$ cat config.mk
export PLATFORM = sky130hd
export DESIGN_NAME = smooth_number_trial_factor
export DESIGN_NICKNAME = d
export VERILOG_FILES = /design/src/design/snf_pkg.sv /design/src/design/smooth_number_trial_factor.sv /design/src/design/snf_seq.sv
export VERILOG_INCLUDE_DIRS = /design/src /design/src/design
export SDC_FILE = /design/constraint.sdc
export NUM_CORES = 2
export LEC_CHECK = 0
export CORE_MARGIN = 8
export CORE_UTILIZATION = 45
export CTS_BUF_LIST = sky130_fd_sc_hd__clkbuf_8
export CTS_CLUSTER_DIAMETER = 40
export DETAILED_ROUTE_END_ITERATION = 6
export DONT_BUFFER_PORTS = 1
export GPL_ROUTABILITY_DRIVEN = 0
export HOLD_SLACK_MARGIN = 0.08
export PLACE_DENSITY = 0.67
export SLEW_MARGIN = 20
export SYNTH_ARGS = -nofsm -noshare
export SYNTH_HDL_FRONTEND = slang
export SYNTH_SLANG_ARGS = --single-unit
$ cat constraint.sdc
create_clock -name clk -period 27.4 [get_ports clk]
set_input_delay 5.48 -clock clk [delete_from_list [all_inputs] [get_ports clk]]
set_output_delay 5.48 -clock clk [all_outputs]
set_load 0.01 [all_outputs]
$ cat src/design/assert_macros.svh
// Assertion macros shared by the RTL of the trial factoring block.
// Each macro expects signals named clk and rst_n in the module that uses it.
`ifndef ASSERT_MACROS_SVH
`define ASSERT_MACROS_SVH

// Same-cycle implication, disabled while reset is asserted.
`define SNF_ASSERT(lbl, ante, cons, msg) \
    lbl: assert property (@(posedge clk) disable iff (!rst_n) (ante) |-> (cons)) \
        else $error(msg);

// Next-cycle implication, disabled while reset is asserted.
`define SNF_ASSERT_NEXT(lbl, ante, cons, msg) \
    lbl: assert property (@(posedge clk) disable iff (!rst_n) (ante) |=> (cons)) \
        else $error(msg);

`endif

$ cat src/design/snf_pkg.sv
// Shared types, constants and the control program of the trial factoring block.
// No dependencies; imported by snf_seq and smooth_number_trial_factor.
package snf_pkg;

    localparam int NUM_PRIMES = 13;
    localparam int PIDX_W     = 4;
    localparam int EXP_W      = 6;
    localparam int VAL_W      = 64;
    localparam int HALF_W     = VAL_W / 2;

    localparam logic [VAL_W-1:0] MAX_VAL = '1;

    // Inverse of an odd p modulo 2^64 by Newton steps: 3 -> 6 -> 12 -> 24 -> 48 -> 96 bits.
    function automatic logic [VAL_W-1:0] inv64(input logic [VAL_W-1:0] p);
        logic [VAL_W-1:0] x;
        x = p;
        for (int i = 0; i < 5; i++)
        begin
            x = x * (64'd2 - p * x);
        end
        return x;
    endfunction

    // Entry 0 (the prime 2) is handled by shifting; its inverse is unused.
    localparam logic [VAL_W-1:0] INV_TABLE [NUM_PRIMES] = '{
        64'd1,        inv64(64'd3),  inv64(64'd5),  inv64(64'd7),  inv64(64'd11),
        inv64(64'd13), inv64(64'd17), inv64(64'd19), inv64(64'd23), inv64(64'd29),
        inv64(64'd31), inv64(64'd37), inv64(64'd41)
    };

    // x * inv(p) mod 2^64 is the exact quotient iff it does not exceed this bound.
    localparam logic [VAL_W-1:0] LIMIT_TABLE [NUM_PRIMES] = '{
        MAX_VAL / 64'd2,  MAX_VAL / 64'd3,  MAX_VAL / 64'd5,  MAX_VAL / 64'd7,
        MAX_VAL / 64'd11, MAX_VAL / 64'd13, MAX_VAL / 64'd17, MAX_VAL / 64'd19,
        MAX_VAL / 64'd23, MAX_VAL / 64'd29, MAX_VAL / 64'd31, MAX_VAL / 64'd37,
        MAX_VAL / 64'd41
    };

    typedef enum logic [3:0] {
        STEP_WAIT     = 4'd0,
        STEP_CHECK    = 4'd1,
        STEP_MUL0     = 4'd2,
        STEP_MUL1     = 4'd3,
        STEP_MUL2     = 4'd4,
        STEP_DIV_ODD  = 4'd5,
        STEP_DIV_EVEN = 4'd6,
        STEP_NEXTP    = 4'd7,
        STEP_EMIT     = 4'd8
    } step_t;

    typedef enum logic [3:0] {
        OP_NONE,
        OP_LOAD,
        OP_MUL0,
        OP_MUL1,
        OP_MUL2,
        OP_DIV_ODD,
        OP_DIV_EVEN,
        OP_STORE,
        OP_EMIT
    } op_t;

    typedef enum logic [2:0] {
        COND_ALWAYS,
        COND_IN_VALID,
        COND_TRIVIAL,
        COND_IS_TWO,
        COND_DIV_OK,
        COND_EVEN_OK,
        COND_LAST_PRIME,
        COND_EMIT_DONE
    } cond_t;

    typedef struct packed {
        op_t   op;
        cond_t cond;
        step_t jt;
        step_t jf;
    } uword_t;

    typedef struct packed {
        logic in_valid;
        logic trivial;
        logic is_two;
        logic div_ok;
        logic even_ok;
        logic last_prime;
        logic emit_done;
    } seq_status_t;

    // Control store: one word per step, branch to jt when cond holds, else jf.
    function automatic uword_t ucode(input step_t s);
        uword_t w;
        case (s)
            STEP_WAIT:     w = '{OP_LOAD,     COND_IN_VALID,   STEP_CHECK,  STEP_WAIT};
            STEP_CHECK:    w = '{OP_NONE,     COND_TRIVIAL,    STEP_NEXTP,  STEP_MUL0};
            STEP_MUL0:     w = '{OP_MUL0,     COND_IS_TWO,     STEP_DIV_EVEN, STEP_MUL1};
            STEP_MUL1:     w = '{OP_MUL1,     COND_ALWAYS,     STEP_MUL2,   STEP_MUL2};
            STEP_MUL2:     w = '{OP_MUL2,     COND_ALWAYS,     STEP_DIV_ODD, STEP_DIV_ODD};
            STEP_DIV_ODD:  w = '{OP_DIV_ODD,  COND_DIV_OK,     STEP_CHECK,  STEP_NEXTP};
            STEP_DIV_EVEN: w = '{OP_DIV_EVEN, COND_EVEN_OK,    STEP_CHECK,  STEP_NEXTP};
            STEP_NEXTP:    w = '{OP_STORE,    COND_LAST_PRIME, STEP_EMIT,   STEP_CHECK};
            STEP_EMIT:     w = '{OP_EMIT,     COND_EMIT_DONE,  STEP_WAIT,   STEP_EMIT};
            default:       w = '{OP_NONE,     COND_ALWAYS,     STEP_WAIT,   STEP_WAIT};
        endcase
        return w;
    endfunction

endpackage

$ cat src/design/smooth_number_trial_factor.sv
// Trial factoring over 2..41: a 64-bit word in, thirteen (index, exponent) words out.
// Flow: a load step, then for each prime one trial per factor found, one failing trial
// (only the check once the cofactor is 0 or 1) and a store step. A trial for 2 is check,
// multiply and shift; one for an odd prime is check, three passes through the single
// 32x32 multiplier and compare. Then one output word per cycle while m_axis_tready is high.
// One word in flight at a time. Reset returns the sequencer to waiting; nothing is cleared.
module smooth_number_trial_factor (
    input  logic        clk,
    input  logic        rst_n,
    input  logic        s_axis_tvalid,
    output logic        s_axis_tready,
    input  logic [63:0] s_axis_tdata,   // [63:0] value
    output logic        m_axis_tvalid,
    input  logic        m_axis_tready,
    output logic [15:0] m_axis_tdata,   // [3:0] prime_index, [9:4] exponent, [15:10] zero
    output logic        m_axis_tuser,   // [0] smooth
    output logic        m_axis_tlast
);
    import snf_pkg::*;

    op_t         op;
    seq_status_t status;

    logic [VAL_W-1:0]  rest_reg, rest_next;
    logic [VAL_W-1:0]  prod_reg, prod_next;
    logic [EXP_W-1:0]  e_reg, e_next;
    logic [PIDX_W-1:0] k_reg, k_next;
    logic [PIDX_W-1:0] idx_reg, idx_next;
    logic [EXP_W-1:0]  exp_reg [NUM_PRIMES];

    logic [HALF_W-1:0] mul_a, mul_b;
    logic [VAL_W-1:0]  mul_p;
    logic [VAL_W-1:0]  inv_k;
    logic              last_out;

    snf_seq u_seq (
        .clk    (clk),
        .rst_n  (rst_n),
        .status (status),
        .op     (op)
    );

    assign inv_k    = INV_TABLE[k_reg];
    assign last_out = (idx_reg == PIDX_W'(NUM_PRIMES - 1));

    // Low 64 bits of rest * inv(p), built from three 32x32 partial products.
    assign mul_a = (op == OP_MUL1) ? rest_reg[VAL_W-1:HALF_W] : rest_reg[HALF_W-1:0];
    assign mul_b = (op == OP_MUL2) ? inv_k[VAL_W-1:HALF_W] : inv_k[HALF_W-1:0];
    assign mul_p = VAL_W'(mul_a) * VAL_W'(mul_b);

    always_comb
    begin
        status.in_valid   = s_axis_tvalid;
        status.trivial    = (rest_reg == '0) || (rest_reg == VAL_W'(1));
        status.is_two     = (k_reg == '0);
        status.div_ok     = (prod_reg <= LIMIT_TABLE[k_reg]);
        status.even_ok    = !rest_reg[0];
        status.last_prime = (k_reg == PIDX_W'(NUM_PRIMES - 1));
        status.emit_done  = m_axis_tready && last_out;
    end

    always_comb
    begin
        rest_next = rest_reg;
        prod_next = prod_reg;
        e_next    = e_reg;
        k_next    = k_reg;
        idx_next  = idx_reg;
        case (op)
            OP_LOAD:
            begin
                rest_next = s_axis_tdata;
                e_next    = '0;
                k_next    = '0;
                idx_next  = '0;
            end
            OP_MUL0:
                prod_next = mul_p;
            OP_MUL1, OP_MUL2:
                prod_next = {prod_reg[VAL_W-1:HALF_W] + mul_p[HALF_W-1:0],
                             prod_reg[HALF_W-1:0]};
            OP_DIV_ODD:
            begin
                if (status.div_ok)
                begin
                    rest_next = prod_reg;
                    e_next    = e_reg + EXP_W'(1);
                end
            end
            OP_DIV_EVEN:
            begin
                if (status.even_ok)
                begin
                    rest_next = {1'b0, rest_reg[VAL_W-1:1]};
                    e_next    = e_reg + EXP_W'(1);
                end
            end
            OP_STORE:
            begin
                e_next = '0;
                k_next = status.last_prime ? '0 : k_reg + PIDX_W'(1);
            end
            OP_EMIT:
            begin
                if (m_axis_tready)
                    idx_next = last_out ? '0 : idx_reg + PIDX_W'(1);
            end
            default:
            begin
            end
        endcase
    end

    always_ff @(posedge clk)
    begin
        rest_reg <= rest_next;
        prod_reg <= prod_next;
        e_reg    <= e_next;
        k_reg    <= k_next;
        idx_reg  <= idx_next;
        if (op == OP_STORE)
            exp_reg[k_reg] <= e_reg;
    end

    assign s_axis_tready = (op == OP_LOAD);
    assign m_axis_tvalid = (op == OP_EMIT);
    assign m_axis_tdata  = {6'd0, exp_reg[idx_reg], idx_reg};
    assign m_axis_tuser  = (rest_reg == VAL_W'(1));
    assign m_axis_tlast  = last_out;

`include "assert_macros.svh"

    `SNF_ASSERT(a_one_side, 1'b1, !(s_axis_tready && m_axis_tvalid), "ready while emitting")
    `SNF_ASSERT(a_idx_range, m_axis_tvalid, m_axis_tdata[3:0] <= 4'(NUM_PRIMES - 1), "bad index")
    `SNF_ASSERT_NEXT(a_busy, s_axis_tvalid && s_axis_tready, !s_axis_tready, "took two words")
    `SNF_ASSERT_NEXT(a_rearm, m_axis_tvalid && m_axis_tready && m_axis_tlast, s_axis_tready,
        "not ready after last")

endmodule

$ cat src/design/snf_seq.sv
// Microcode sequencer: step counter, control store lookup and branch evaluation.
// Depends on snf_pkg for the program, op codes and status struct.
module snf_seq (
    input  logic                clk,
    input  logic                rst_n,
    input  snf_pkg::seq_status_t status,
    output snf_pkg::op_t        op
);
    import snf_pkg::*;

    step_t  pc_reg;
    step_t  pc_next;
    uword_t word;
    logic   taken;

    assign word = ucode(pc_reg);

    always_comb
    begin
        case (word.cond)
            COND_ALWAYS:     taken = 1'b1;
            COND_IN_VALID:   taken = status.in_valid;
            COND_TRIVIAL:    taken = status.trivial;
            COND_IS_TWO:     taken = status.is_two;
            COND_DIV_OK:     taken = status.div_ok;
            COND_EVEN_OK:    taken = status.even_ok;
            COND_LAST_PRIME: taken = status.last_prime;
            COND_EMIT_DONE:  taken = status.emit_done;
            default:         taken = 1'b1;
        endcase
    end

    always_comb
    begin
        pc_next = taken ? word.jt : word.jf;
    end

    always_comb
    begin
        op = word.op;
    end

    always_ff @(posedge clk or negedge rst_n)
    begin
        if (!rst_n)
            pc_reg <= STEP_WAIT;
        else
            pc_reg <= pc_next;
    end

endmodule
==> metrics <==
port bufs 0; Slew Viols, Final 0; final period utilization 0.451; Bufs on Longest Clock Path 3; WP buf/inv 4; slew margin rel. 0.184; first-pass GRT wire length 240 mm; DIE WIDTH 340 µm; clk slew on worst S/H paths 60 ps; initial antenna violation count 9; syn avg cell area 9.13 µm²; num ports 88; Pre-Repair DR Iteration Count 7; Hold Path Origin prod_reg[10]$_DFFE_PP_; worst slew pin tran 1210 ps; crit-path max FO 23; outcome finished with violations; hold buffers post-CTS 0; Worst R2R Setup Slack 15,050 ps; dpl hpwl 126 mm; Routed Antenna Nets 0; placed inst area 48,900 µm²; endpoint class of the critical path flop; largest net degree at the start of global routing 98; clock tree from TritonCTS yes; Crit Path Class flop to flop; hold path cells 2; area share of the largest cell type after synthesis 0.380; drt wl/cell 24.8 µm; layout cell share with drive strength beyond 1 0.0548; Synth-to-Final Area Change 5.51%; Min Clock Period, post-route 12,350 ps; R2R Path End prod_reg[63]$_DFFE_PP_; Core ar. 105,000 µm²; CTS buffer count 42; Post-route DRC roughly 200; Overflow after GRT 0; setup violators final 0; ranking of synthesized cells by area fa_1 38%, edfxtp_1 14%, ha_1 10%, inv_1 7.6%, nand2_1 6.5%; failing checks design-rule violations; most common flop cell mapped by yosys edfxtp_1; sequential-to-total area share from yosys stat 0.144; Non-Filler Instances 6,478; upper clock frequency limit approximately 81 MHz; H-tree depth reported by CTS 2; initial DRC count 5,008; max cap viols 0; setup tns final 0 ps; CP max stage delay 980 ps; clock sink count 228; # resized after CTS 0; Yosys reg bits 228; Slowest-stage cell, CP o21a_1; Starting Density 0.452; via count of the first global-routing pass 38,500; FP Rows between 100 and 150; WL final 161 mm; Netlist cell types between 80 and 90; most used cell, CP fa_1; Die Ht between 300 and 400 µm; Final Skew approximately 50 ps; asr flop ratio synth 0.0175; RSZ-0062 raised after global routing no; Critical Path RT roughly 28,000 ps; Post-Place Cells 6,385; Hold Vio Cnt, Final 0; startpoint types flop; overall routing resource usage 0.272; max reg flops 78; Via density 5.90; post-CTS setup buffer count 0; Yosys top cell by area fa_1; Final Net Count 6,386; Syn Inst Count a little over 5,000; Worst Hold End rest_reg[10]$_DFFE_PP_; reg2reg path depth 35; worst min path class flop to flop; Worst-Skew Late Latency 600 ps; Syn. warnings 0; Root Buffer clkbuf_8; Post-Syn Area 47,300 µm²; vias 38,200; Die Area 116,000 µm²; Reg-to-Reg Start k_reg[0]$_SDFFCE_PP0P_; EDFF count, synth 220; CP top delay family adder cells; post-route cell area 49,900 µm²; CP arrival 12,620 ps
[cells in the mapped netlist, types with 29 or more instances]
cell	number
ha_1	383
nand2_1	823
mux2i_1	38
a21o_1	47
nor4_1	29
fa_1	897
a21oi_1	188
inv_1	962
nor2_1	489
nor3_1	36
xor2_1	35
o21ai_0	131
a222oi_1	62
xnor2_1	58
edfxtp_1	220
buf_1	36
mux2_2	34
nand4_1	41
nand3_1	40
and2_1	67
clkbuf_1	225
[cell type report]
type                            count  area, µm²
Sequential cell                   228       6790
Antenna cell                       17       42.5
Multi-Input combinational cell   3718      36100
Clock inverter                     30        308
Fill cell                        9750      54800
Clock buffer                       46        633
Timing Repair Buffer               86        646
Tap cell                         1391       1740
Inverter                          962       3610
[through the flow]
step / setup slack (ps) / hold slack [ps] / utilization
finish: 15050 / 625 / 0.476
global route: 14690 / 652 / 0.476
CTS: 15570 / 620 / 0.476
detailed placement: 15640 / 583 / 0.467
global placement: 15980 / 558 / 0.467
floorplan: 17180 / 521 / -
[layout by cell type, fill, tap and decap left out, types with 13 or more instances in the layout]
cell,synthesis,layout
nor2b_1,22,22
nand3_1,40,40
mux2i_1,38,26
a211oi_1,19,19
a21oi_1,188,185
xor2_1,35,35
o31ai_1,23,16
a31oi_1,13,13
mux4_2,25,25
nand2b_1,22,22
o211ai_1,17,17
o21a_1,16,13
a222oi_1,62,62
nand2_1,823,823
mux2_2,34,34
and2_1,67,67
clkbuf_8,0,46
buf_4,6,86
nor4_1,29,29
inv_1,962,973
edfxtp_1,220,220
o21ai_0,131,129
and3_1,18,18
diode_2,0,17
xnor2_1,58,58
nor3_1,36,32
a21o_1,47,47
fa_1,897,897
o21bai_1,15,15
nand4_1,41,41
ha_1,383,383
nor2_1,489,484
[tightest hold or removal path, cell delays in order (launching register included)]
cell and delay [ps]:
edfxtp_1 350, a222oi_1 100, inv_1 60
[kinds of logic after synthesis]
group | synth area share
AO/OA/AOI/OAI | 0.0854
XOR/XNOR | 0.0177
adder cells (fa/ha/maj) | 0.481
buffers and inverters | 0.0991
flip-flops | 0.144
multiplexers | 0.0281
other | 0.0000793
AND/OR/NAND/NOR | 0.145
[layer usage]
layer | vias to the layer above | global-route usage | share of wire
met1 | 19000 | 0.354 | 0.37
li1 | 16100 | - | -
met2 | 2494 | 0.414 | 0.43
met3 | 533 | 0.0835 | 0.13
met4 | 2 | 0.129 | 0.064
met5 | - | 0 | 0.000075
[worst max path at each step]
stage	start	to	cells past startpoint
after floorplan	k_reg[0]$_SDFFCE_PP0P_	prod_reg[62]$_DFFE_PP_	41
after global placement	k_reg[0]$_SDFFCE_PP0P_	prod_reg[63]$_DFFE_PP_	34
after detailed placement	k_reg[0]$_SDFFCE_PP0P_	prod_reg[63]$_DFFE_PP_	35
after CTS	k_reg[0]$_SDFFCE_PP0P_	prod_reg[63]$_DFFE_PP_	35
after global routing	k_reg[0]$_SDFFCE_PP0P_	prod_reg[63]$_DFFE_PP_	35
final	k_reg[0]$_SDFFCE_PP0P_	prod_reg[63]$_DFFE_PP_	35
Power is left out: the tool's default activity adds up to more than one toggle a clock period on the data nets, which glitch-free logic cannot reach.
